--- config.mk ---
export PLATFORM = sky130hd
export DESIGN_NAME = lrgd_ctrl
export DESIGN_NICKNAME = d
export VERILOG_FILES = /design/src/hw/rtl/lrgd_pkg.sv /design/src/hw/rtl/lrgd_ctrl.sv
export VERILOG_INCLUDE_DIRS = /design/src /design/src/hw/rtl
export SDC_FILE = /design/constraint.sdc
export NUM_CORES = 1
export LEC_CHECK = 0
export ABC_AREA = 1
export CORE_MARGIN = 4
export CORE_UTILIZATION = 40
export DETAILED_ROUTE_END_ITERATION = 7
export DONT_BUFFER_PORTS = 1
export SLEW_MARGIN = 20
export SYNTH_ARGS = -nofsm -noshare
export SYNTH_HDL_FRONTEND = slang
export SYNTH_SLANG_ARGS = --single-unit
--- constraint.sdc ---
create_clock -name clk -period 4.1 [get_ports clk]
set_input_delay 0.82 -clock clk [delete_from_list [all_inputs] [get_ports clk]]
set_output_delay 0.82 -clock clk [all_outputs]
set_load 0.005 [all_outputs]
--- src/hw/rtl/linear_regression_gd_trainer_core_assert.svh ---
// Assertion macros for the trainer RTL.
// Clocked on clk with the active-low synchronous reset rst_n of the including module.
`ifndef LINEAR_REGRESSION_GD_TRAINER_CORE_ASSERT_SVH
`define LINEAR_REGRESSION_GD_TRAINER_CORE_ASSERT_SVH
`ifndef SYNTHESIS
`define LRGD_ASSERT(lbl, prop, msg) \
  lbl: assert property (@(posedge clk) disable iff (!rst_n) prop) else $error(msg);
`define LRGD_ASSERT_RST(lbl, prop, msg) \
  lbl: assert property (@(posedge clk) prop) else $error(msg);
`else
`define LRGD_ASSERT(lbl, prop, msg)
`define LRGD_ASSERT_RST(lbl, prop, msg)
`endif
`endif

--- src/hw/rtl/lrgd_pkg.sv ---
// Package for the gradient-descent trainer: sizes, op codes, payload and command types.
// No dependencies.
package lrgd_pkg;

  localparam int MAX_ROWS     = 1024;
  localparam int MAX_FEATURES = 16;
  localparam int VALUE_WIDTH  = 32;
  localparam int ACC_WIDTH    = 48;
  localparam int SUM_WIDTH    = 64;
  localparam int MUL_WIDTH    = VALUE_WIDTH + 1;
  localparam int PROD_WIDTH   = 2 * MUL_WIDTH;
  localparam int ROW_W  = (MAX_ROWS > 1) ? $clog2(MAX_ROWS) : 1;
  localparam int COL_W  = (MAX_FEATURES > 1) ? $clog2(MAX_FEATURES) : 1;
  localparam int CNT_W  = $clog2(MAX_ROWS + 1);
  localparam int FC_W   = 5;
  localparam int FEAT_DEPTH = MAX_ROWS * MAX_FEATURES;

  // Input op codes.
  localparam logic [2:0] OP_TRAIN_FEAT   = 3'd0;
  localparam logic [2:0] OP_TRAIN_TARGET = 3'd1;
  localparam logic [2:0] OP_FIT          = 3'd2;
  localparam logic [2:0] OP_TEST_FEAT    = 3'd3;
  localparam logic [2:0] OP_CLEAR        = 3'd4;

  // Result kinds.
  localparam logic KIND_PREDICTION = 1'b0;
  localparam logic KIND_FIT_DONE   = 1'b1;

  // Configuration register indexes.
  localparam logic [1:0] CFG_EPOCH_COUNT   = 2'd0;
  localparam logic [1:0] CFG_STEP_RATE     = 2'd1;
  localparam logic [1:0] CFG_USE_INTERCEPT = 2'd2;
  localparam logic [1:0] CFG_FEATURE_COUNT = 2'd3;

  typedef struct packed {
    logic [2:0]                    op;
    logic signed [VALUE_WIDTH-1:0] sample_value;
  } in_item_t;

  typedef struct packed {
    logic                          result_kind;
    logic signed [VALUE_WIDTH-1:0] prediction;
    logic                          saturated;
  } out_item_t;

  typedef struct packed {
    logic [15:0]     epoch_count;
    logic [15:0]     step_rate;
    logic            use_intercept;
    logic [FC_W-1:0] feature_count;
  } cfg_t;

  typedef enum logic [4:0] {
    DP_NOP, DP_WR_FEAT, DP_WR_TGT, DP_CLR_MODEL, DP_ACC_CLR, DP_RD,
    DP_MUL_WX, DP_MUL_WV, DP_MUL_XE, DP_ACC_ADD, DP_FINISH, DP_WR_ERR,
    DP_SUM_CLR, DP_SUM_XE, DP_SUM_E, DP_DIV, DP_STEP_LO, DP_STEP_HI,
    DP_UPD_W, DP_UPD_B, DP_LOAD_OUT
  } dp_op_t;

  typedef struct packed {
    dp_op_t           op;
    logic             clr_test;
    logic             test;
    logic             wzero;
    logic             out_kind;
    logic [ROW_W-1:0] row;
    logic [COL_W-1:0] col;
    logic [CNT_W-1:0] count;
  } dp_cmd_t;

  typedef struct packed {
    logic div_done;
  } dp_stat_t;

endpackage

--- src/hw/rtl/lrgd_ctrl.sv ---
// Controller of the trainer: handshakes, row and column counters, fit sequencing.
// Depends on lrgd_pkg and linear_regression_gd_trainer_core_assert.svh.
`include "linear_regression_gd_trainer_core_assert.svh"
module lrgd_ctrl (
  input  logic               clk,
  input  logic               rst_n,
  input  logic               in_valid,
  input  logic [2:0]         in_op,
  output logic               in_ready,
  output logic               out_valid,
  input  logic               out_ready,
  input  lrgd_pkg::cfg_t     cfg,
  input  lrgd_pkg::dp_stat_t stat,
  output lrgd_pkg::dp_cmd_t  cmd
);

  localparam int CW = lrgd_pkg::CNT_W;
  localparam int FW = lrgd_pkg::FC_W;
  localparam int RW = lrgd_pkg::ROW_W;
  localparam int KW = lrgd_pkg::COL_W;
  localparam logic [CW-1:0] ROWS_MAX = CW'(lrgd_pkg::MAX_ROWS);
  localparam logic [FW-1:0] FEAT_MAX = FW'(lrgd_pkg::MAX_FEATURES);

  typedef enum logic [4:0] {
    S_IDLE, S_FILL, S_T_ACC, S_T_FIN, S_T_OUT,
    S_F_INIT, S_P_CLR, S_P_RD, S_P_MUL, S_P_ADD, S_P_FIN, S_P_ERR,
    S_G_CLR, S_G_RD, S_G_MUL, S_G_ADD, S_G_DIV, S_G_WAIT,
    S_G_SLO, S_G_SHI, S_G_UPD, S_F_OUT
  } state_t;

  state_t        state_r, state_nxt;
  logic [CW-1:0] rows_r, rows_nxt;
  logic [FW-1:0] col_r, col_nxt;
  logic [CW-1:0] i_r, i_nxt;
  logic [FW-1:0] j_r, j_nxt;
  logic [15:0]   ep_r, ep_nxt;
  logic          b_r, b_nxt;
  logic          last_r, last_nxt;
  logic          out_valid_r, out_valid_nxt;

  logic [FW-1:0] fc;
  logic [FW-1:0] tc;
  logic          free;
  logic          load;
  logic          more_rows;
  logic          more_cols;
  logic          more_epochs;

  // Effective row width and the column used by a test feature.
  always_comb begin
    if (cfg.feature_count == '0) fc = FW'(1);
    else if (cfg.feature_count > FEAT_MAX) fc = FEAT_MAX;
    else fc = cfg.feature_count;
    tc = (col_r < fc) ? col_r : fc - 1'b1;
  end

  assign free        = !out_valid_r || out_ready;
  assign more_rows   = (i_r + 1'b1) < rows_r;
  assign more_cols   = (j_r + 1'b1) < fc;
  assign more_epochs = ({1'b0, ep_r} + 17'd1) < {1'b0, cfg.epoch_count};
  assign in_ready    = (state_r == S_IDLE);

  // Next state, counters and datapath command.
  always_comb begin
    state_nxt = state_r;
    rows_nxt  = rows_r;
    col_nxt   = col_r;
    i_nxt     = i_r;
    j_nxt     = j_r;
    ep_nxt    = ep_r;
    b_nxt     = b_r;
    last_nxt  = last_r;
    load      = 1'b0;
    cmd          = '0;
    cmd.op       = lrgd_pkg::DP_NOP;
    cmd.row      = i_r[RW-1:0];
    cmd.col      = j_r[KW-1:0];
    cmd.count    = rows_r;
    cmd.out_kind = lrgd_pkg::KIND_PREDICTION;
    unique case (state_r)
      S_IDLE: begin
        if (in_valid) begin
          unique case (in_op)
            lrgd_pkg::OP_TRAIN_FEAT: begin
              cmd.clr_test = 1'b1;
              if ((rows_r < ROWS_MAX) && (col_r < fc)) begin
                cmd.op  = lrgd_pkg::DP_WR_FEAT;
                cmd.row = rows_r[RW-1:0];
                cmd.col = col_r[KW-1:0];
                col_nxt = col_r + 1'b1;
              end
            end
            lrgd_pkg::OP_TRAIN_TARGET: begin
              cmd.clr_test = 1'b1;
              col_nxt      = '0;
              if (rows_r < ROWS_MAX) begin
                cmd.op  = lrgd_pkg::DP_WR_TGT;
                cmd.row = rows_r[RW-1:0];
                if (col_r < FEAT_MAX) begin
                  j_nxt     = col_r;
                  state_nxt = S_FILL;
                end else begin
                  rows_nxt = rows_r + 1'b1;
                end
              end
            end
            lrgd_pkg::OP_FIT: state_nxt = S_F_INIT;
            lrgd_pkg::OP_TEST_FEAT: begin
              cmd.op    = lrgd_pkg::DP_MUL_WV;
              cmd.col   = tc[KW-1:0];
              last_nxt  = (tc + 1'b1) >= fc;
              col_nxt   = ((tc + 1'b1) >= fc) ? '0 : tc + 1'b1;
              state_nxt = S_T_ACC;
            end
            lrgd_pkg::OP_CLEAR: begin
              cmd.clr_test = 1'b1;
              rows_nxt     = '0;
              col_nxt      = '0;
            end
            default: begin
            end
          endcase
        end
      end
      // Zero the columns that a short training row left open.
      S_FILL: begin
        cmd.op    = lrgd_pkg::DP_WR_FEAT;
        cmd.wzero = 1'b1;
        cmd.row   = rows_r[RW-1:0];
        if (j_r == FEAT_MAX - 1'b1) begin
          rows_nxt  = rows_r + 1'b1;
          state_nxt = S_IDLE;
        end else begin
          j_nxt = j_r + 1'b1;
        end
      end
      S_T_ACC: begin
        cmd.op    = lrgd_pkg::DP_ACC_ADD;
        cmd.test  = 1'b1;
        state_nxt = last_r ? S_T_FIN : S_IDLE;
      end
      S_T_FIN: begin
        cmd.op    = lrgd_pkg::DP_FINISH;
        cmd.test  = 1'b1;
        state_nxt = S_T_OUT;
      end
      S_T_OUT: begin
        if (free) begin
          cmd.op       = lrgd_pkg::DP_LOAD_OUT;
          cmd.clr_test = 1'b1;
          load         = 1'b1;
          state_nxt    = S_IDLE;
        end
      end
      S_F_INIT: begin
        cmd.op       = lrgd_pkg::DP_CLR_MODEL;
        cmd.clr_test = 1'b1;
        col_nxt      = '0;
        ep_nxt       = '0;
        i_nxt        = '0;
        if ((rows_r == '0) || (cfg.epoch_count == '0)) state_nxt = S_F_OUT;
        else state_nxt = S_P_CLR;
      end
      // Prediction pass over all rows.
      S_P_CLR: begin
        cmd.op    = lrgd_pkg::DP_ACC_CLR;
        j_nxt     = '0;
        state_nxt = S_P_RD;
      end
      S_P_RD: begin
        cmd.op    = lrgd_pkg::DP_RD;
        state_nxt = S_P_MUL;
      end
      S_P_MUL: begin
        cmd.op    = lrgd_pkg::DP_MUL_WX;
        state_nxt = S_P_ADD;
      end
      S_P_ADD: begin
        cmd.op = lrgd_pkg::DP_ACC_ADD;
        if (more_cols) begin
          j_nxt     = j_r + 1'b1;
          state_nxt = S_P_RD;
        end else begin
          state_nxt = S_P_FIN;
        end
      end
      S_P_FIN: begin
        cmd.op    = lrgd_pkg::DP_FINISH;
        state_nxt = S_P_ERR;
      end
      S_P_ERR: begin
        cmd.op = lrgd_pkg::DP_WR_ERR;
        if (more_rows) begin
          i_nxt     = i_r + 1'b1;
          state_nxt = S_P_CLR;
        end else begin
          j_nxt     = '0;
          b_nxt     = 1'b0;
          state_nxt = S_G_CLR;
        end
      end
      // Gradient pass, one weight at a time, then the bias when the intercept is on.
      S_G_CLR: begin
        cmd.op    = lrgd_pkg::DP_SUM_CLR;
        i_nxt     = '0;
        state_nxt = S_G_RD;
      end
      S_G_RD: begin
        cmd.op    = lrgd_pkg::DP_RD;
        state_nxt = b_r ? S_G_ADD : S_G_MUL;
      end
      S_G_MUL: begin
        cmd.op    = lrgd_pkg::DP_MUL_XE;
        state_nxt = S_G_ADD;
      end
      S_G_ADD: begin
        cmd.op = b_r ? lrgd_pkg::DP_SUM_E : lrgd_pkg::DP_SUM_XE;
        if (more_rows) begin
          i_nxt     = i_r + 1'b1;
          state_nxt = S_G_RD;
        end else begin
          state_nxt = S_G_DIV;
        end
      end
      S_G_DIV: begin
        cmd.op    = lrgd_pkg::DP_DIV;
        state_nxt = S_G_WAIT;
      end
      S_G_WAIT: begin
        if (stat.div_done) state_nxt = S_G_SLO;
      end
      S_G_SLO: begin
        cmd.op    = lrgd_pkg::DP_STEP_LO;
        state_nxt = S_G_SHI;
      end
      S_G_SHI: begin
        cmd.op    = lrgd_pkg::DP_STEP_HI;
        state_nxt = S_G_UPD;
      end
      S_G_UPD: begin
        cmd.op = b_r ? lrgd_pkg::DP_UPD_B : lrgd_pkg::DP_UPD_W;
        if (!b_r && more_cols) begin
          j_nxt     = j_r + 1'b1;
          state_nxt = S_G_CLR;
        end else if (!b_r && cfg.use_intercept) begin
          b_nxt     = 1'b1;
          state_nxt = S_G_CLR;
        end else if (more_epochs) begin
          ep_nxt    = ep_r + 1'b1;
          i_nxt     = '0;
          state_nxt = S_P_CLR;
        end else begin
          state_nxt = S_F_OUT;
        end
      end
      S_F_OUT: begin
        if (free) begin
          cmd.op       = lrgd_pkg::DP_LOAD_OUT;
          cmd.out_kind = lrgd_pkg::KIND_FIT_DONE;
          cmd.clr_test = 1'b1;
          load         = 1'b1;
          state_nxt    = S_IDLE;
        end
      end
      default: state_nxt = S_IDLE;
    endcase
    out_valid_nxt = load ? 1'b1 : (out_ready ? 1'b0 : out_valid_r);
  end

  // State, counters and the output valid flag.
  always_ff @(posedge clk) begin
    if (!rst_n) begin
      state_r     <= S_IDLE;
      rows_r      <= '0;
      col_r       <= '0;
      i_r         <= '0;
      j_r         <= '0;
      ep_r        <= '0;
      b_r         <= 1'b0;
      last_r      <= 1'b0;
      out_valid_r <= 1'b0;
    end else begin
      state_r     <= state_nxt;
      rows_r      <= rows_nxt;
      col_r       <= col_nxt;
      i_r         <= i_nxt;
      j_r         <= j_nxt;
      ep_r        <= ep_nxt;
      b_r         <= b_nxt;
      last_r      <= last_nxt;
      out_valid_r <= out_valid_nxt;
    end
  end

  assign out_valid = out_valid_r;

  // The stored row count never passes the store depth.
  `LRGD_ASSERT(a_rows_bound, rows_r <= ROWS_MAX, "row count beyond store depth")
  // The column counter never passes the row width limit.
  `LRGD_ASSERT(a_col_bound, col_r <= FEAT_MAX, "column counter beyond row width")
  // A finished fit with a free output slot raises valid next cycle.
  `LRGD_ASSERT(a_fit_out, (state_r == S_F_OUT) && free |=> out_valid_r, "fit result lost")
  // Reset leaves no result pending.
  `LRGD_ASSERT_RST(a_rst_out, !rst_n |=> !out_valid_r, "result valid after reset")

endmodule
# == Word level (Yosys, flattened, before mapping) ==
# Cells that the tools add are included.
# word_totals
register_bits,56
latchBits,0
ram_bits,0
rom_bits,0
inputBits,46
output_inout_bits,36
word_cells,187
mem_count,0
# op_classes
addsub,8
mul,0
div,0
n_lt_le_gt_ge,8
eq_ne,49
shift,0
muxes,77
bitwise,0
n_reduce_logical,36
# ops
op,n
$mux 5,25
$pmux 5 s21,1
$mux 11,8
$pmux 5 s17,1
$mux 16,3
$eq 5x4->1 const B,9
$pmux 11 s2,2
$pmux 10 s2,2
$pmux 11 s3,1
$pmux 16 s2,1
$eq 5x5->1 const B,6
$pmux 5 s3,2
$pmux 5 s6,1
$mux 14,2
$add 11x1->11 const B,2
$ne 2x2->1 const B,11
$eq 5x3->1 const B,4
$add 16x1->17 const B,1
$lt 17x16->1,1
$add 16x1->16 const B,1
$logic_not 16->1,1
$reduce_or 2->1,8
$add 5x1->5 const B,3
$mux 1,14
other kinds (42),68

# == Depth between registers and ports, before layout ==
# depth
word_depth,11
mapped_depth,27
mapped_depth_nobuf,26

# == Worst setup path before layout ==
# No wires, ideal clock.
# synth_timing
path_kind,input to register
startpoint,input port cfg[2] (netlist name)
endpoint,register col_r[3]
setup_ns,0.070
arrival_time_ns,4.019
t_required_ns,4.030
setup_slack_ns,0.011
cell_stages,24
n_path_buf,1
path_cell_list,nor2_2 nand2_1 a21boi_0 inv_1 ha_1 nand2_1 o21a_1 buf_2 nand2_4 nand2_1 nand2_1 ha_1 inv_1 nor2_1 nand3_1 and2_1 ha_1 a21oi_1 o21ai_0 a2111oi_4 nand3_1 nand2_1 nand2_1 a21oi_1
# synth_via
elab_chain_len,11
word_cells_on_any_way,16
classes_between,add/sub (2); order compare (3); eq/ne (1); mux (7); reduce/logical (3)
# synth_lines
element,line_no,text
start: declaration,lrgd_ctrl.sv:12,"input lrgd_pkg::cfg_t cfg,"
$gt 5x5->1,lrgd_ctrl.sv:52,else if (cfg.feature_count > FEAT_MAX) fc = FEAT_MAX;
$mux 5,lrgd_ctrl.sv:52,
$mux 5 (*),lrgd_ctrl.sv:51,if (cfg.feature_count == '0) fc = FW'(1);
$sub 5x1->5 / $lt 5x5->1 (equally long branches),"lrgd_ctrl.sv:54, lrgd_ctrl.sv:86",
$mux 5,lrgd_ctrl.sv:54,tc = (col_r < fc) ? col_r : fc - 1'b1;
$add 5x1->5,lrgd_ctrl.sv:112,col_nxt = ((tc + 1'b1) >= fc) ? '0 : tc + 1'b1;
$ge 5x5->1,lrgd_ctrl.sv:112,
$mux 5,lrgd_ctrl.sv:112,
$pmux 5 s3,lrgd_ctrl.sv:83,unique case (in_op)
$mux 5,lrgd_ctrl.sv:82,if (in_valid) begin
$pmux 5 s2,lrgd_ctrl.sv:80,unique case (state_r)
end signal: assignment,lrgd_ctrl.sv:285,col_r <= col_nxt;
end: declaration,lrgd_ctrl.sv:33,"logic [FW-1:0] col_r, col_nxt;"
# Mark *: on every way between the ends. The rest lies on a longest branch, timed or not. The select of a mux whose other input is x is not followed.
# A chain may end at the register's enable or synchronous reset.

==> reports/metrics.csv <==
metric,value,unit
status,finished clean,
synth_simple_gate_area_share,40.3,%
grt_overflow_total,0,
antenna_found_initial,0,
clockRootBuffer,clkbuf_16,
drt-total-wl,17.4,mm
cts.sinks,56,
setup_viol,0,
synthCells,993,
swShare,36.5,%
synth_xor_area_share,3.20,%
worstSetupStartpointType,input pin,
ios,82,
wl_per_cell,14.8,um
ant_nets,0,
netlist_area,0.00603,mm^2
drc,0,
clkLatencyLatePin,320,ps
min_from,ep_r[1]$_SDFFE_PN0P_,
synthFlopType,dfxtp_1,
p_int,0.00103,W
fin_skew,8.80,ps
cp-endpoint,cmd[22],
grt_pass1_wl,28.6,mm
min_period,3730,ps
grt_max_degree,27,
max_slew_margin,34.7,%
cts_tree,yes,
num_rows,44,
clockBufferDepth,2,
grt_use_total,20.8,%
hpwl,13.8,mm
fin_area,0.00645,mm^2
power_frac_clock,32.1,%
fmax,268,MHz
cp-end-kind,primary output,
ir_worst_vdd,0.164,mV
hold_buffers,0,
p_leak,3.04,nW
final_nets,1084,
powerDensity,252,mW/mm^2
synth-edff-count,0,
gp_congestion,0.952,
grt_pass1_vias,5717,
p_comb_share,31.7,%
first_pass_iters,5,
die_area,0.0171,mm^2
worst_ep_arrival_time,2910,ps
io_buffers,0,
finalHoldViolCount,0,
drive_gt1_share,8.67,%
rsz0062_at_grt,false,
worstMarginPinSlew,973,ps
reg2reg_to,j_r[1]$_SDFFE_PN0P_,
avgSynthCellArea,6.07,um^2
diodes,0,
initialDrtViolationCount,409,
min_path_type,register to register,
seq_power_share,36.2,%
vias_per_cell,5.29,
synth-adder-area-share,9.75,%
path_clk_slew,80,ps
synth.yosys.seq_area_share,18.6,%
postSynth.asyncResetShare,0,%
synth_fp_nets,1086,
required,3280,ps
worst-path-max-fanout,26,
core,0.0146,mm^2
synthMuxAreaShare,0,%
cts_buffers,5,
synth_compound_area_share,15.8,%
slew_viol_final,0,
dieWidth,131,um
via_count,6219,
cp-startpoint,cfg[2],
finalCritPeriodShare,90.9,%
synth_top_family_by_area,simple AND/OR/NAND/NOR gates,
area_growth,6.99,%
ff2ff_setup_slack,760,ps
cap_violations,0,
switchingPower,0.000594,W
r2r-start,i_r[0]$_SDFFE_PN0P_,
yosys_warnings,0,
tns,0,ps
r2r_cells,18,
ys_ff_latch,56,
fp.dieH,131,um
synth.distinct_cells,53,
fill_cells,1585,
criticalPathCategory,input pin to primary output,
start_util,41.2,%
placed_area,0.00628,mm^2
htreeDepth,2,
-- final cells by class --
class	instances	area [um^2]	area share, %
Clock buffer	5	125	1.94
Clock inverter	3	46.3	0.718
Inverter	152	571	8.84
Multi-Input combinational cell	751	4170	64.6
Sequential cell	56	1120	17.4
Tap cell	184	230	3.57
Timing Repair Buffer	25	188	2.91
-- metal layers --
metal | global-route usage [%] | part of all wire [%]
met3 | 4.76 | 6.0
met2 | 32.5 | 44
met1 | 28.0 | 47
met5 | 0 | 0
met4 | 7.26 | 2.2
-- critical path, cell delays in order --
cell and delay (ps):
nor2_2 100, nand2_1 90, a21boi_2 150, inv_1 70
ha_1 170, nand2_1 50, inv_1 30, nor2_1 90
o21a_1 250, nand2_4 70, buf_4 170, nor2_8 300
nand2_1 90, o211ai_1 90, nand3_1 80, o211ai_1 90
nand3_1 190
-- sequential cells by signal, indices dropped and copies added, names as in the netlist --
name and cells:
b_r 1, col_r 5, ep_r 16, i_r 11, j_r 5, last_r 1
out_valid 1, rows_r 11, state_r 5
-- through the flow --
stage | hold WS, ps | setup slack [ps] | util, % | power (W) | std cells
floorplan | 455 | 10.7 | - | 0.000983 | 993
global placement | 469 | 15.4 | 42.9 | 0.00111 | 1168
detailed placement | 478 | 9.75 | 42.9 | 0.00111 | 1168
CTS | 491 | 292 | 44.0 | 0.00164 | 1176
global route | 517 | 10.9 | 44.1 | 0.00174 | 1176
finish | 488 | 371 | 44.1 | 0.00163 | 1176
-- power groups by stage --
stage | sequential [W] | combinational [W] | clock (W)
floorplan | 0.000592 | 0.000391 | 0
global placement | 0.000603 | 0.000509 | 0
detailed placement | 0.000603 | 0.000511 | 0
CTS | 0.000590 | 0.000513 | 0.000537
global route | 0.000593 | 0.000591 | 0.000554
finish | 0.000589 | 0.000515 | 0.000521
-- timing repair --
action	4_1_cts	5_1_grt
buffers inserted	0	0
endpoints found under the setup margin	0	9
resized for setup	0	2
-- layout by cell type (no fill, tap or decap), drive strengths merged, types with 3 or more instances in the layout --
cell      n
nand2   269
inv     148
clkbuf    5
o211ai   34
nand3b    3
nor4      9
ha       47
xor2     21
nand3    63
nor2    113
buf      25
clkinv    6
nor3b     3
nor3     27
o21ai    44
nand4    40
a21oi    50
a211oi    5
dfxtp    56
-- worst min-delay path by stage --
stage	end	slack, ps	depth (start not counted)
after global routing	ep_r[15]$_SDFFE_PN0P_	520	2
final	ep_r[1]$_SDFFE_PN0P_	490	2
after floorplan	j_r[3]$_SDFFE_PN0P_	460	2
after global placement	j_r[4]$_SDFFE_PN0P_	470	2
after detailed placement	ep_r[1]$_SDFFE_PN0P_	480	2
after CTS	ep_r[1]$_SDFFE_PN0P_	490	2
-- cells in the mapped netlist (2+ instances only) --
library cell | number | area, um^2
nand2_4 | 3 | 33.8
o21ai_1 | 10 | 50.1
o21ai_0 | 32 | 160
nor3_1 | 22 | 110
nand4_1 | 40 | 250
buf_4 | 7 | 52.6
a22o_1 | 2 | 17.5
buf_2 | 6 | 30.0
nor2_1 | 104 | 390
o2111ai_1 | 2 | 17.5
inv_2 | 13 | 48.8
nand3_2 | 5 | 50.1
dfxtp_1 | 56 | 1120
nor2_4 | 5 | 56.3
nand2_1 | 258 | 968
nor3b_2 | 2 | 25.0
nor4_1 | 9 | 56.3
clkbuf_1 | 17 | 63.8
a21oi_1 | 50 | 250
nand3_1 | 58 | 290
a211oi_2 | 2 | 25.0
nor2_2 | 3 | 18.8
o211ai_1 | 34 | 255
clkinv_1 | 5 | 18.8
buf_1 | 2 | 7.51
inv_1 | 134 | 503
and2_1 | 2 | 12.5
a211oi_1 | 3 | 22.5
nand3b_1 | 3 | 22.5
nand2_2 | 8 | 50.1
nor3_2 | 5 | 50.1
o221ai_1 | 2 | 17.5
xor2_1 | 21 | 184
ha_1 | 47 | 588
and3_1 | 2 | 12.5
buf_6 | 2 | 22.5
-- logic make-up after synthesis --
| logic type | after synthesis |
|---|---|
| xor+xnor | 22 |
| simple gates | 532 |
| buf+inv | 186 |
| compound gates | 150 |
| flops | 56 |
| fa+ha+maj | 47 |
No activity file was read; power rests on OpenSTA's default activity.
